### src/rtl/core/fscd_pkg.sv
package fscd_pkg;

    // Default values of the top-level parameters.
    localparam int DEF_DELAY_DEPTH = 1024;
    localparam int DEF_SAMPLE_BITS = 16;

    // Register and field widths.
    localparam int LVL_W     = 15;
    localparam int LEN_W     = 11;
    localparam int MODE_W    = 2;
    localparam int GAIN_W    = 15;
    localparam int OUT_W     = 31;
    localparam int OUT_TW    = 32;
    localparam int CFG_IDX_W = 2;
    localparam int CFG_W     = 15;

    // Inside the soft region the magnitude is below the clip level.
    localparam int MAG_W  = LVL_W;
    localparam int SQ_W   = 2 * MAG_W;
    localparam int CUBE_W = 3 * MAG_W;
    localparam int DIV_W  = SQ_W + 2;

    // Register indexes of the configuration port.
    localparam logic [CFG_IDX_W-1:0] CFG_CLIP_LEVEL = 2'd0;
    localparam logic [CFG_IDX_W-1:0] CFG_DELAY_LEN  = 2'd1;
    localparam logic [CFG_IDX_W-1:0] CFG_RECT_MODE  = 2'd2;
    localparam logic [CFG_IDX_W-1:0] CFG_OUT_GAIN   = 2'd3;

    // Rectifier modes; the unused code behaves like no rectification.
    localparam logic [MODE_W-1:0] RECT_NONE = 2'd0;
    localparam logic [MODE_W-1:0] RECT_ABS  = 2'd1;
    localparam logic [MODE_W-1:0] RECT_NEG  = 2'd2;

    // Register values after reset.
    localparam logic [LVL_W-1:0]  RST_CLIP_LEVEL = 15'd20000;
    localparam logic [LEN_W-1:0]  RST_DELAY_LEN  = 11'd1;
    localparam logic [GAIN_W-1:0] RST_OUT_GAIN   = 15'd1;

    // Settings used by the arithmetic unit.
    typedef struct packed {
        logic [LVL_W-1:0]  level;
        logic [GAIN_W-1:0] gain;
    } t_calc_cfg;

    // Ring entries hold raw samples and clipped sums; they are at least 16 bits wide.
    function automatic int ring_width(input int sample_bits);
        return (sample_bits > 16) ? sample_bits : 16;
    endfunction

endpackage

### src/rtl/core/fscd_calc.sv
module fscd_calc import fscd_pkg::*; #(
    parameter int SAMPLE_BITS = DEF_SAMPLE_BITS,
    localparam int T_W = ring_width(SAMPLE_BITS) + 1
) (
    input  logic                  i_clk,
    input  logic                  i_rst_n,
    input  logic                  i_start,
    input  logic signed [T_W-1:0] i_t,
    input  t_calc_cfg             i_cfg,
    input  logic                  i_take,
    output logic                  o_done,
    output logic [OUT_W-1:0]      o_result
);

    localparam int STEP_W = $clog2(MAG_W);
    localparam logic [STEP_W-1:0] LAST_STEP = STEP_W'(MAG_W - 1);

    typedef enum logic [6:0] {
        C_IDLE = 7'b0000001,
        C_SQR  = 7'b0000010,
        C_CUBE = 7'b0000100,
        C_DIV  = 7'b0001000,
        C_FIX  = 7'b0010000,
        C_GAIN = 7'b0100000,
        C_DONE = 7'b1000000
    } t_calc_state;

    t_calc_state        r_state, n_state;
    logic [STEP_W-1:0]  r_cnt, n_cnt;
    logic               r_neg, n_neg;
    logic [MAG_W-1:0]   r_a, n_a;
    logic [SQ_W-1:0]    r_pa, n_pa;
    logic [SQ_W-1:0]    r_pl, n_pl;
    logic [CUBE_W-1:0]  r_pc, n_pc;
    logic [DIV_W-1:0]   r_d, n_d;
    logic [DIV_W-1:0]   r_rem, n_rem;
    logic [SQ_W-1:0]    r_pg, n_pg;

    logic [T_W-1:0]     a_full;
    logic               last;
    logic [MAG_W:0]     sq_sum_a;
    logic [MAG_W:0]     sq_sum_l;
    logic [SQ_W:0]      cube_sum;
    logic [CUBE_W-1:0]  cube_next;
    logic [DIV_W:0]     div_shift;
    logic [DIV_W:0]     div_diff;
    logic               div_ge;
    logic [MAG_W-1:0]   corr;
    logic [MAG_W-1:0]   fix_mag;
    logic [MAG_W:0]     gain_sum;
    logic [OUT_W-1:0]   mag_out;

    // One bit per cycle: shift-add multiplies and a restoring divide.
    always_comb begin
        a_full    = i_t[T_W-1] ? T_W'(-i_t) : T_W'(i_t);
        last      = (r_cnt == LAST_STEP);
        sq_sum_a  = {1'b0, r_pa[SQ_W-1:MAG_W]} + (r_pa[0] ? {1'b0, r_a} : '0);
        sq_sum_l  = {1'b0, r_pl[SQ_W-1:MAG_W]} + (r_pl[0] ? {1'b0, i_cfg.level} : '0);
        cube_sum  = {1'b0, r_pc[CUBE_W-1:MAG_W]} + (r_pc[0] ? {1'b0, r_pa} : '0);
        cube_next = {cube_sum, r_pc[MAG_W-1:1]};
        div_shift = {r_rem, r_pc[MAG_W-1]};
        div_diff  = div_shift - {1'b0, r_d};
        div_ge    = (div_shift >= {1'b0, r_d});
        // Rounding the correction up: add one when the remainder is not zero.
        corr      = r_pc[MAG_W-1:0] + MAG_W'(r_rem != '0);
        fix_mag   = r_a - corr;
        gain_sum  = {1'b0, r_pg[SQ_W-1:MAG_W]} + (r_pg[0] ? {1'b0, i_cfg.gain} : '0);
        mag_out   = OUT_W'({1'b0, r_pg});
    end

    // Sequencer over square, cube, divide, correction and gain.
    always_comb begin
        n_state = r_state;
        n_cnt   = r_cnt;
        n_neg   = r_neg;
        n_a     = r_a;
        n_pa    = r_pa;
        n_pl    = r_pl;
        n_pc    = r_pc;
        n_d     = r_d;
        n_rem   = r_rem;
        n_pg    = r_pg;
        unique case (r_state)
            C_IDLE: begin
                if (i_start) begin
                    n_cnt = '0;
                    n_neg = i_t[T_W-1];
                    if (a_full >= T_W'(i_cfg.level)) begin
                        // Hard clip: the magnitude is the level itself.
                        n_pg    = {{MAG_W{1'b0}}, i_cfg.level};
                        n_state = C_GAIN;
                    end else begin
                        n_a     = a_full[MAG_W-1:0];
                        n_pa    = {{MAG_W{1'b0}}, a_full[MAG_W-1:0]};
                        n_pl    = {{MAG_W{1'b0}}, i_cfg.level};
                        n_state = C_SQR;
                    end
                end
            end
            C_SQR: begin
                n_pa  = {sq_sum_a, r_pa[MAG_W-1:1]};
                n_pl  = {sq_sum_l, r_pl[MAG_W-1:1]};
                n_cnt = r_cnt + STEP_W'(1);
                if (last) begin
                    n_cnt   = '0;
                    n_pc    = {{SQ_W{1'b0}}, r_a};
                    n_state = C_CUBE;
                end
            end
            C_CUBE: begin
                n_pc  = cube_next;
                n_d   = {2'b00, r_pl} + {1'b0, r_pl, 1'b0};
                n_cnt = r_cnt + STEP_W'(1);
                if (last) begin
                    n_cnt   = '0;
                    n_rem   = DIV_W'(cube_next[CUBE_W-1:MAG_W]);
                    n_state = C_DIV;
                end
            end
            C_DIV: begin
                n_rem              = div_ge ? div_diff[DIV_W-1:0] : div_shift[DIV_W-1:0];
                n_pc[MAG_W-1:0]    = {r_pc[MAG_W-2:0], div_ge};
                n_cnt              = r_cnt + STEP_W'(1);
                if (last) begin
                    n_cnt   = '0;
                    n_state = C_FIX;
                end
            end
            C_FIX: begin
                n_pg    = {{MAG_W{1'b0}}, fix_mag};
                n_state = C_GAIN;
            end
            C_GAIN: begin
                n_pg  = {gain_sum, r_pg[MAG_W-1:1]};
                n_cnt = r_cnt + STEP_W'(1);
                if (last) begin
                    n_cnt   = '0;
                    n_state = C_DONE;
                end
            end
            C_DONE: begin
                if (i_take) begin
                    n_state = C_IDLE;
                end
            end
            default: begin
                n_state = C_IDLE;
            end
        endcase
    end

    // Control state.
    always_ff @(posedge i_clk) begin
        if (!i_rst_n) begin
            r_state <= C_IDLE;
            r_cnt   <= '0;
        end else begin
            r_state <= n_state;
            r_cnt   <= n_cnt;
        end
    end

    // Datapath shift registers.
    always_ff @(posedge i_clk) begin
        r_neg <= n_neg;
        r_a   <= n_a;
        r_pa  <= n_pa;
        r_pl  <= n_pl;
        r_pc  <= n_pc;
        r_d   <= n_d;
        r_rem <= n_rem;
        r_pg  <= n_pg;
    end

    assign o_done   = (r_state == C_DONE);
    assign o_result = r_neg ? -mag_out : mag_out;

endmodule

### config.mk
export PLATFORM = sky130hd
export DESIGN_NAME = fscd_calc
export DESIGN_NICKNAME = d
export VERILOG_FILES = /design/src/rtl/core/fscd_pkg.sv /design/src/rtl/core/fscd_calc.sv
export SDC_FILE = /design/constraint.sdc
export NUM_CORES = 1
export LEC_CHECK = 0
export ABC_AREA = 1
export BUFFER_PORTS_ARGS = -buffer_cell sky130_fd_sc_hd__buf_4
export CAP_MARGIN = 0
export CORE_MARGIN = 2
export CORE_UTILIZATION = 24
export DETAILED_ROUTE_END_ITERATION = 8
export GPL_TIMING_DRIVEN = 0
export SLEW_MARGIN = 10
export SYNTH_ARGS = -nofsm -noshare
export SYNTH_HDL_FRONTEND = slang
export SYNTH_SLANG_ARGS = --single-unit
### constraint.sdc
create_clock -name i_clk -period 10.1 [get_ports i_clk]
set_input_delay 2.02 -clock i_clk [delete_from_list [all_inputs] [get_ports i_clk]]
set_output_delay 2.02 -clock i_clk [all_outputs]
set_load 0.03 [all_outputs]
==> results.py <==
metrics = {
    "final_layout": {
        "nFillCells": 8716,
        "nNetsFinal": 2956,
        "n_antenna_cell": 0,
        "area_growth_pct": 16.0,
        "layout-drive-gt1-share_pct": 6.50,
        "post-route-util_pct": 28.0,
    },
    "grt": {
        "gr-total-overflow": 0,
        "top_usage_layer": "met2",
        "grt_max_degree": 31,
        "antenna_found_initial": 0,
        "met2_usage_pct": 23.1,
        "use_met1_pct": 19.2,
        "grt_pass1_vias": 17000,
        "grt_util_met3_pct": 1.65,
        "grt_usage_pct": 14.1,
        "grt_pass1_wl_mm": 93.2,
    },
    "floorplanning": {
        "num_rows": 104,
        "core_um2": 80300,
        "die_x_um": 288,
        "die_h_um": 288,
        "start_util_pct": 24.2,
        "dieArea_um2": 83100,
        "io_pins": 83,
    },
    "drt": {
        "first_iter_violations": 1559,
        "drc_errors": 0,
        "drt-total-wl_mm": 59.6,
        "drt_pass1_iterations": 6,
        "ant_nets": 0,
        "wl_per_cell_um": 15.7,
        "via_per_inst": 4.69,
        "via_count": 17800,
    },
    "hold_path": {
        "min_to": "r_cnt[0]$_SDFFE_PN0P_",
        "hp-start": "r_cnt[0]$_SDFFE_PN0P_",
        "whs_path_depth": 2,
        "hold_class": "reg -> reg",
    },
    "worst_setup_path": {
        "path_cells": "buf_4, inv_1, ha_1, nand2_1, nor3_1, a21oi_1, xor2_1, ha_1, nand2_1, nor2_1, nand3_1, nor2_1, nor3b_1, nand2_1, nand2_1, nand3_1, o21ai_4, buf_12",
        "setup.worst_path.class": "in -> reg",
        "ff2ff_setup_slack_ns": 5.37,
        "cpMaxStageDelayCell": "xor2_1",
        "end_kind": "flop",
        "rr_startpoint": "r_rem[16]$_DFFE_PP_",
        "critPathMaxFanout": 26,
        "reg2reg_depth": 19,
        "startpoint": "i_t[0]",
        "critPathMaxStageDelay_ns": 0.66,
        "r2r_end": "r_pg[14]$_DFFE_PP_",
        "arrival_ns": 5.70,
        "crit_buf_inv": 3,
        "cpLargestDelayFamily": "simple AND/OR/NAND/NOR gates",
        "critPathRequiredTime_ns": 10.36,
        "start_kind": "input pin",
        "crit_top_cell": "nand2_1",
    },
    "logic_synthesis": {
        "async_flop_share_pct": 0,
        "synth.ff_latch_count": 226,
        "ys_warn_count": 0,
        "syn_inst": 2593,
        "ys.flop_type": "edfxtp_1",
        "seq_area_frac_synth_pct": 34.4,
        "syn-cell-area_um2": 19400,
        "yosysMostFrequentCell": "nand2_1",
        "synth_top_area_share_pct": 33.3,
        "syn_nets": 2835,
        "ys_top_cells_by_count": "594 x nand2_1, 416 x inv_1, 237 x nor2_1",
        "ys_types": 47,
        "synth_area_leaders": "edfxtp_1 33%, ha_1 12%, nand2_1 11%",
        "synth_top_area_cell": "edfxtp_1",
        "synth_area_per_cell_um2": 7.48,
        "synth_edf_count": 215,
    },
    "placement": {
        "place.gp.congestion": 0.947,
        "io_buffers": 82,
        "dpl.hpwl_mm": 48.7,
    },
    "timing": {
        "maxSlewViolCount": 0,
        "setup_tns_ns": 0,
        "skew_ns": 0.0137,
        "timing.fmax_mhz": 184,
        "fin_crit_ns": 5.44,
        "final-setup-viol-count": 0,
        "rsz0062_at_grt": "false",
        "period_share_pct": 53.9,
        "slew_headroom_pct": 27.1,
        "hold_viol": 0,
        "worstMarginPinSlew_ns": 1.09,
    },
    "outcome": {
        "outcome": "completed",
    },
    "power_and_ir_drop": {
        "pwr-share-seq_pct": 28.7,
        "power_frac_comb_pct": 50.2,
        "total_power_mw": 5.16,
        "p_leak_nw": 10.4,
        "peakVddDrop_mv": 0.280,
        "power_switching_mw": 2.32,
        "p_sw_share_pct": 45.0,
        "internal_power_mw": 2.84,
        "power.density_nw_per_um2": 229,
        "pwr-share-clk_pct": 21.1,
    },
    "clock_tree": {
        "path_clk_slew_ns": 0.06,
        "cts_hold_buf": 0,
        "root_buffer": "clkbuf_16",
        "cts_buffers": 30,
        "cts_max_level": 1,
        "clock_sinks": 226,
        "cts-resized-gates": 0,
        "clockBufferDepth": 3,
        "cts_tree": "yes",
        "cts_setup_buffers": 0,
        "clock_latency_ns": 0.57,
    },
    "job": {
        "maxCapViolations": 0,
    },
}
## registers in the layout, summed over array words and instances (netlist names), 4 cells and up
register and cells:
r_a 15, r_cnt 4, r_d 32, r_pa 30
r_pc 45, r_pg 30, r_pl 30, r_rem 32
r_state 7
## area by class of cell
cell class | count | area, um^2 | area share [%]
flip-flops and latches | 226 | 6680 | 29.7
well taps | 1060 | 1330 | 5.89
inverters | 423 | 1590 | 7.06
repair buffers | 89 | 752 | 3.34
clock inverters | 21 | 231 | 1.03
clock buffers | 34 | 766 | 3.40
plain buffers | 46 | 221 | 0.984
multi-input cells | 1898 | 10900 | 48.6
## power groups by stage
stage	sequential, mW	clock, mW	combinational [mW]
6_report	1.48	1.09	2.59
2_1_floorplan	1.44	0	1.82
3_3_place_gp	1.51	0	2.54
3_5_place_dp	1.49	0	2.57
4_1_cts	1.48	1.11	2.58
5_1_grt	1.50	1.14	2.89
## worst reg2reg max path: stages, from the launching register on
cell      delay [ns]
edfxtp_1        0.45
nor4_1          0.55
nand4_1         0.25
or4_1           0.71
fa_1            0.57
inv_1           0.06
ha_1            0.17
nor2_1          0.12
inv_1           0.06
fa_1            0.39
nor2_1          0.16
o21bai_1        0.16
nand3_1         0.11
nand3_1         0.11
nand2_1         0.10
nand2_1         0.06
a21oi_1         0.18
nand2_1         0.07
nand2_1         0.05
o21ai_0         0.12
## cell usage in the layout (no fill, tap or decap), types with 35 or more instances in the layout
cell      synthesis  layout
ha_1            183     183
nand3_1         161     161
inv_1           416     415
clkbuf_1         31      35
a21oi_1         195     194
xnor2_1          47      47
o21ai_0         154     152
edfxtp_1        215     215
xor2_1           66      66
nand2_1         594     594
buf_4             3      85
nor2_1          237     236
## cells by family (layout without fill, tap and decap cells)
| kind of cell | count (synthesis) | count (layout) | share of synthesized area, % |
|---|---|---|---|
| xor+xnor | 113 | 113 | 5.10 |
| buf+inv | 469 | 613 | 9.33 |
| fa+ha+maj | 191 | 191 | 12.6 |
| compound gates | 492 | 492 | 14.5 |
| simple gates | 1102 | 1102 | 24.0 |
| flops | 226 | 226 | 34.4 |
## worst max path at each step
stage / endpoint / slack, ns / depth (start not counted)
after floorplan: r_pa[0]$_DFFE_PP_ / 1.55 / 14
after global placement: r_pa[23]$_SDFFCE_PN0P_ / -1.91 / 17
after detailed placement: r_pl[26]$_SDFFCE_PN0P_ / 4.15 / 18
after CTS: r_pl[24]$_SDFFCE_PN0P_ / 4.75 / 18
after global routing: r_pl[24]$_SDFFCE_PN0P_ / 4.51 / 16
final: r_pl[24]$_SDFFCE_PN0P_ / 4.66 / 18
## per-layer routing
metal | routed length [um] | up-vias
met5 | 0 | -
met4 | 1790 | 0
met3 | 3720 | 88
met2 | 26600 | 544
met1 | 27500 | 8221
li1 | - | 8948
## through the flow
step | setup WS [ns] | cell area [um^2] | instances | hold slack, ns
after CTS | 4.75 | 22500 | 3797 | 0.505
after global routing | 4.51 | 22500 | 3797 | 0.527
final | 4.66 | 22500 | 3797 | 0.503
after global placement | -1.91 | 21300 | 3735 | 0.493
after detailed placement | 4.15 | 21500 | 3742 | 0.501
after floorplan | 1.55 | 19400 | 2593 | 0.470
(Power assumes the default switching activity.)
